==> src/hw/rtl/apc_pkg.sv <==
`timescale 1ns / 1ps

package apc_pkg;

   localparam int SYMBOL_BITS = 32;

   typedef enum logic [1:0] {
      STATUS_OK       = 2'd0,
      STATUS_ZERO_DIV = 2'd1,
      STATUS_OVERFLOW = 2'd2,
      STATUS_MISMATCH = 2'd3
   } status_type;

   // what rides along with a request through the divide chain
   typedef struct packed {
      logic [SYMBOL_BITS-1:0] symbol;
      status_type             status;
   } side_type;

endpackage

==> src/hw/rtl/apc_cell.sv <==
`timescale 1ns / 1ps

module apc_cell #(
   parameter int AMOUNT_BITS = 64
) (
   input  logic                    clock,
   input  logic                    reset,
   input  logic                    in_valid,
   output logic                    in_ready,
   input  logic [AMOUNT_BITS-2:0]  in_rem,
   input  logic [AMOUNT_BITS-1:0]  in_work,
   input  logic [AMOUNT_BITS-2:0]  in_divisor,
   input  apc_pkg::side_type       in_side,
   output logic                    out_valid,
   input  logic                    out_ready,
   output logic [AMOUNT_BITS-2:0]  out_rem,
   output logic [AMOUNT_BITS-1:0]  out_work,
   output logic [AMOUNT_BITS-2:0]  out_divisor,
   output apc_pkg::side_type       out_side
);

   localparam int IN_BITS = AMOUNT_BITS - 1;

   logic                    valid_ff, valid_in;
   logic [IN_BITS-1:0]      rem_ff, rem_in;
   logic [AMOUNT_BITS-1:0]  work_ff, work_in;
   logic [IN_BITS-1:0]      divisor_ff;
   apc_pkg::side_type       side_ff;
   logic [AMOUNT_BITS-1:0]  rem_sh, diff;
   logic                    ge;

   assign in_ready = !valid_ff || out_ready;

   // one restoring step: dividend bit out at the top of work, quotient bit in at the bottom
   always_comb begin
      rem_sh   = {in_rem, in_work[AMOUNT_BITS-1]};
      ge       = (rem_sh >= AMOUNT_BITS'(in_divisor));
      diff     = rem_sh - AMOUNT_BITS'(in_divisor);
      rem_in   = ge ? diff[IN_BITS-1:0] : rem_sh[IN_BITS-1:0];
      work_in  = {in_work[AMOUNT_BITS-2:0], ge};
      valid_in = in_ready ? in_valid : valid_ff;
   end

   always_ff @(posedge clock) begin
      if (reset) begin
         valid_ff <= 1'b0;
      end else begin
         valid_ff <= valid_in;
      end
   end

   always_ff @(posedge clock) begin
      if (in_valid && in_ready) begin
         rem_ff     <= rem_in;
         work_ff    <= work_in;
         divisor_ff <= in_divisor;
         side_ff    <= in_side;
      end
   end

   assign out_valid   = valid_ff;
   assign out_rem     = rem_ff;
   assign out_work    = work_ff;
   assign out_divisor = divisor_ff;
   assign out_side    = side_ff;

`ifndef SYNTHESIS
   a_rem_below_divisor: assert property (@(posedge clock) disable iff (reset)
      (valid_ff && side_ff.status == apc_pkg::STATUS_OK) |-> (rem_ff < divisor_ff))
      else $error("partial remainder not below divisor");
`endif

endmodule

==> config.mk <==
export PLATFORM = sky130hd
export DESIGN_NAME = apc_cell
export DESIGN_NICKNAME = d
export VERILOG_FILES = /design/src/hw/rtl/apc_pkg.sv /design/src/hw/rtl/apc_cell.sv
export SDC_FILE = /design/constraint.sdc
export NUM_CORES = 1
export LEC_CHECK = 0
export BUFFER_PORTS_ARGS = -buffer_cell sky130_fd_sc_hd__buf_2
export CELL_PAD_IN_SITES_DETAIL_PLACEMENT = 0
export CELL_PAD_IN_SITES_GLOBAL_PLACEMENT = 1
export CORE_AREA = 2 2 199 201
export DETAILED_ROUTE_END_ITERATION = 8
export DIE_AREA = 0 0 201 203
export PLACE_DENSITY = 0.63
export SETUP_SLACK_MARGIN = 0.02
export SLEW_MARGIN = 15
export SYNTH_ARGS = -nofsm -noshare
export SYNTH_HDL_FRONTEND = slang
export SYNTH_SLANG_ARGS = --single-unit
==> constraint.sdc <==
create_clock -name clock -period 11.2 [get_ports clock]
set_input_delay 0 -clock clock [delete_from_list [all_inputs] [get_ports clock]]
set_output_delay 0 -clock clock [all_outputs]
set_load 0.02 [all_outputs]
==> reports/summary.txt <==
I/O pins: 454
Hold-fix buffers, CTS: 225
Yosys reg bits: 225
Vias: 9,806
Min Tclk post-route: 4250 ps
Layout cell share with drive strength beyond 1: 32.6%
CP required: 11,480 ps
Leak: 0.00755 uW
Leading area contributor after synthesis: edfxtp_1
Largest net degree at the start of global routing: 84
Remaining DRCs: 0
FF-to-FF setup slack: 8550 ps
VDD IR max: 0.0927 mV
Synth cell types: 65
Full die area: 40,800 sq um
RSZ-0062 raised after global routing: false
First-pass GRT wire length: 58,900 um
Gate Count Post-Synth: 913
Postcts setup bufs: 0
CTS H-tree depth: 1
CP Class: in -> reg
Setup violators final: 0
Post-CTS Resized: 0
Worst stage delay on the critical path: 540 ps
Detailed Route WL: 39,400 um
Ys async rst share: 0%
Clock Sinks: 225
CP startpoint kind: input pin
DR vias/cell: 4.60
Total grt overflow: 0
Worst-skew pair later-pin latency: 540 ps
# placed instances: 1,858
Top cells by area, synth: edfxtp_1, ha_1, mux2_1
Post-synth EDFFs: 224
Slew Viols, Final: 0
CTS Buf Count: 27
Initial antenna violation count: 2
CTS clk-pin slew, worst paths: 60 ps
Rel. slew slack: 29.3%
DRT antenna net count: 0
Starting Density: 29.9%
Gr usage total: 18.5%
CP Capture Type: flip-flop
HP Class: in -> reg
Area after DPL: 14,300 sq um
Period utilisation layout: 38.0%
Row count: 72
I/O Buffers: 453
1st-iter DRT viols: 485
Slowest CP cell: buf_4
Synth Flop Type: edfxtp_1
Outcome: finished clean
Core Area: 38,500 sq um
Die H: 203 um
Avg Synthesized Cell Area: 12.6 sq um
Drt pass-1 iters: 5
Final hold vios: 0
GP Congestion: 0.828
Crit Path Max Fanout: 39
Synth top area share: 58.6%
TritonCTS clock tree: built
WHS: 173 ps
Yosys warns: 0
Least-Margin Pin Slew: 1060 ps
Maximum clock path buffer count: 3
Critical Path AT: 4540 ps
PwrDens: 143 nW/um^2
Layout net count: 1,886
Mapped Nets: 1,205
Fin area: 17,400 sq um
Final clock skew: 7.74 ps
Post-synthesis sequential area ratio: 58.7%
Routed len/inst: 18.5 um
CP Cell Sequence: dlygate4sd3_1, buf_2, inv_1, ha_1, fa_1, and2b_1, o2111ai_1, a2111oi_4, nor3_2, o31a_1, o21ai_1, a21oi_1, a21oi_4, buf_4, mux2_1
Die Wd: 201 um
Synth Cell Area: 11,500 sq um
Clk root buf: clkbuf_16
HPWL after DPL: 29,400 um
Final setup TNS: 0 ps
Maxcap violations: 0
Synth-to-Final Area Change: 51.7%
Vias in the first global route: 10,300
F_max: 0.235 GHz
Fin cells: 2,134
registers in the layout, summed over array words and instances, names as in the netlist:
| name | flops |
|---|---|
| out_work | 64 |
| out_side | 34 |
| out_rem | 63 |
| out_divisor | 63 |
| out_valid | 1 |
final cells by class:
| class | count | area [sq um] |
|---|---|---|
| antenna | 2 | 5.00 |
| sequential | 225 | 6750 |
| fill | 3613 | 21000 |
| inverter | 81 | 304 |
| clock inverter | 20 | 169 |
| tap | 518 | 648 |
| clock buffer | 29 | 683 |
| timing repair buffer | 683 | 4560 |
| multi-input combinational | 576 | 4310 |
power breakdown:
part | switching, uW | internal [uW]
sequential | 17.6 | 1020
combinational | 352 | 252
clock | 360 | 489
total | 730 | 1760
cell usage after synthesis (14+ instances only):
cell	count
inv_1	81
o21bai_1	19
edfxtp_1	224
o21ai_0	36
nor2_1	36
xor2_1	24
a21oi_1	80
nand4_1	19
a21o_1	25
nand2_1	50
ha_1	63
buf_2	14
clkbuf_1	16
xnor2_1	36
nand3_1	16
mux2_1	48
cell families after synthesis:
kind of cell,synth area share (%)
mux,5.57
xor+xnor,4.58
buf+inv,3.85
compound gates,12.7
fa+ha+maj,7.04
simple gates,7.56
flops,58.7
cells in the final DEF, fill, tap and decap left out, types with 16 or more instances in the layout:
master,instances
a21oi_1,80
dlygate4sd3_1,225
nor2_1,36
buf_2,453
o21ai_0,36
nand3_1,16
a21o_1,25
clkbuf_16,27
nand4_1,19
edfxtp_1,224
mux2_1,48
xor2_1,24
ha_1,63
inv_1,81
xnor2_1,36
o21bai_1,19
nand2_1,50
worst paths after layout:
| check | start | end | cells past startpoint |
|---|---|---|---|
| worst min-delay path | in_side[3] | out_side[3] | 2 |
| worst max-delay path | in_work[63] | out_rem[8] | 15 |
| worst min register to register | out_valid | out_valid | 3 |
| worst max register to register | out_valid | out_divisor[31] | 3 |
critical path: cells and delay by family:
kind,cells,cell delay (ps)
buffers and inverters,4,1200
AO/OA/AOI/OAI,6,1830
multiplexers,1,390
adder cells (fa/ha/maj),2,670
AND/OR/NAND/NOR,2,400
metrics by stage:
step / power, uW / utilization [%] / setup WS (ps)
floorplan: 1410 / - / 4840
global placement: 1590 / 37.2 / 6940
detailed placement: 1590 / 37.2 / 6830
CTS: 2530 / 45.3 / 6880
global route: 2610 / 45.3 / 6650
finish: 2490 / 45.3 / 6950
routing by layer:
layer / track usage [%] / vias up / share of wire [%]
met5: 0 / - / 0
met1: 22.2 / 4656 / 41
met3: 4.00 / 42 / 6.2
li1: - / 4779 / -
met4: 4.79 / 0 / 2.2
met2: 33.6 / 329 / 51
Note: power is estimated with default switching activity, not from simulation.
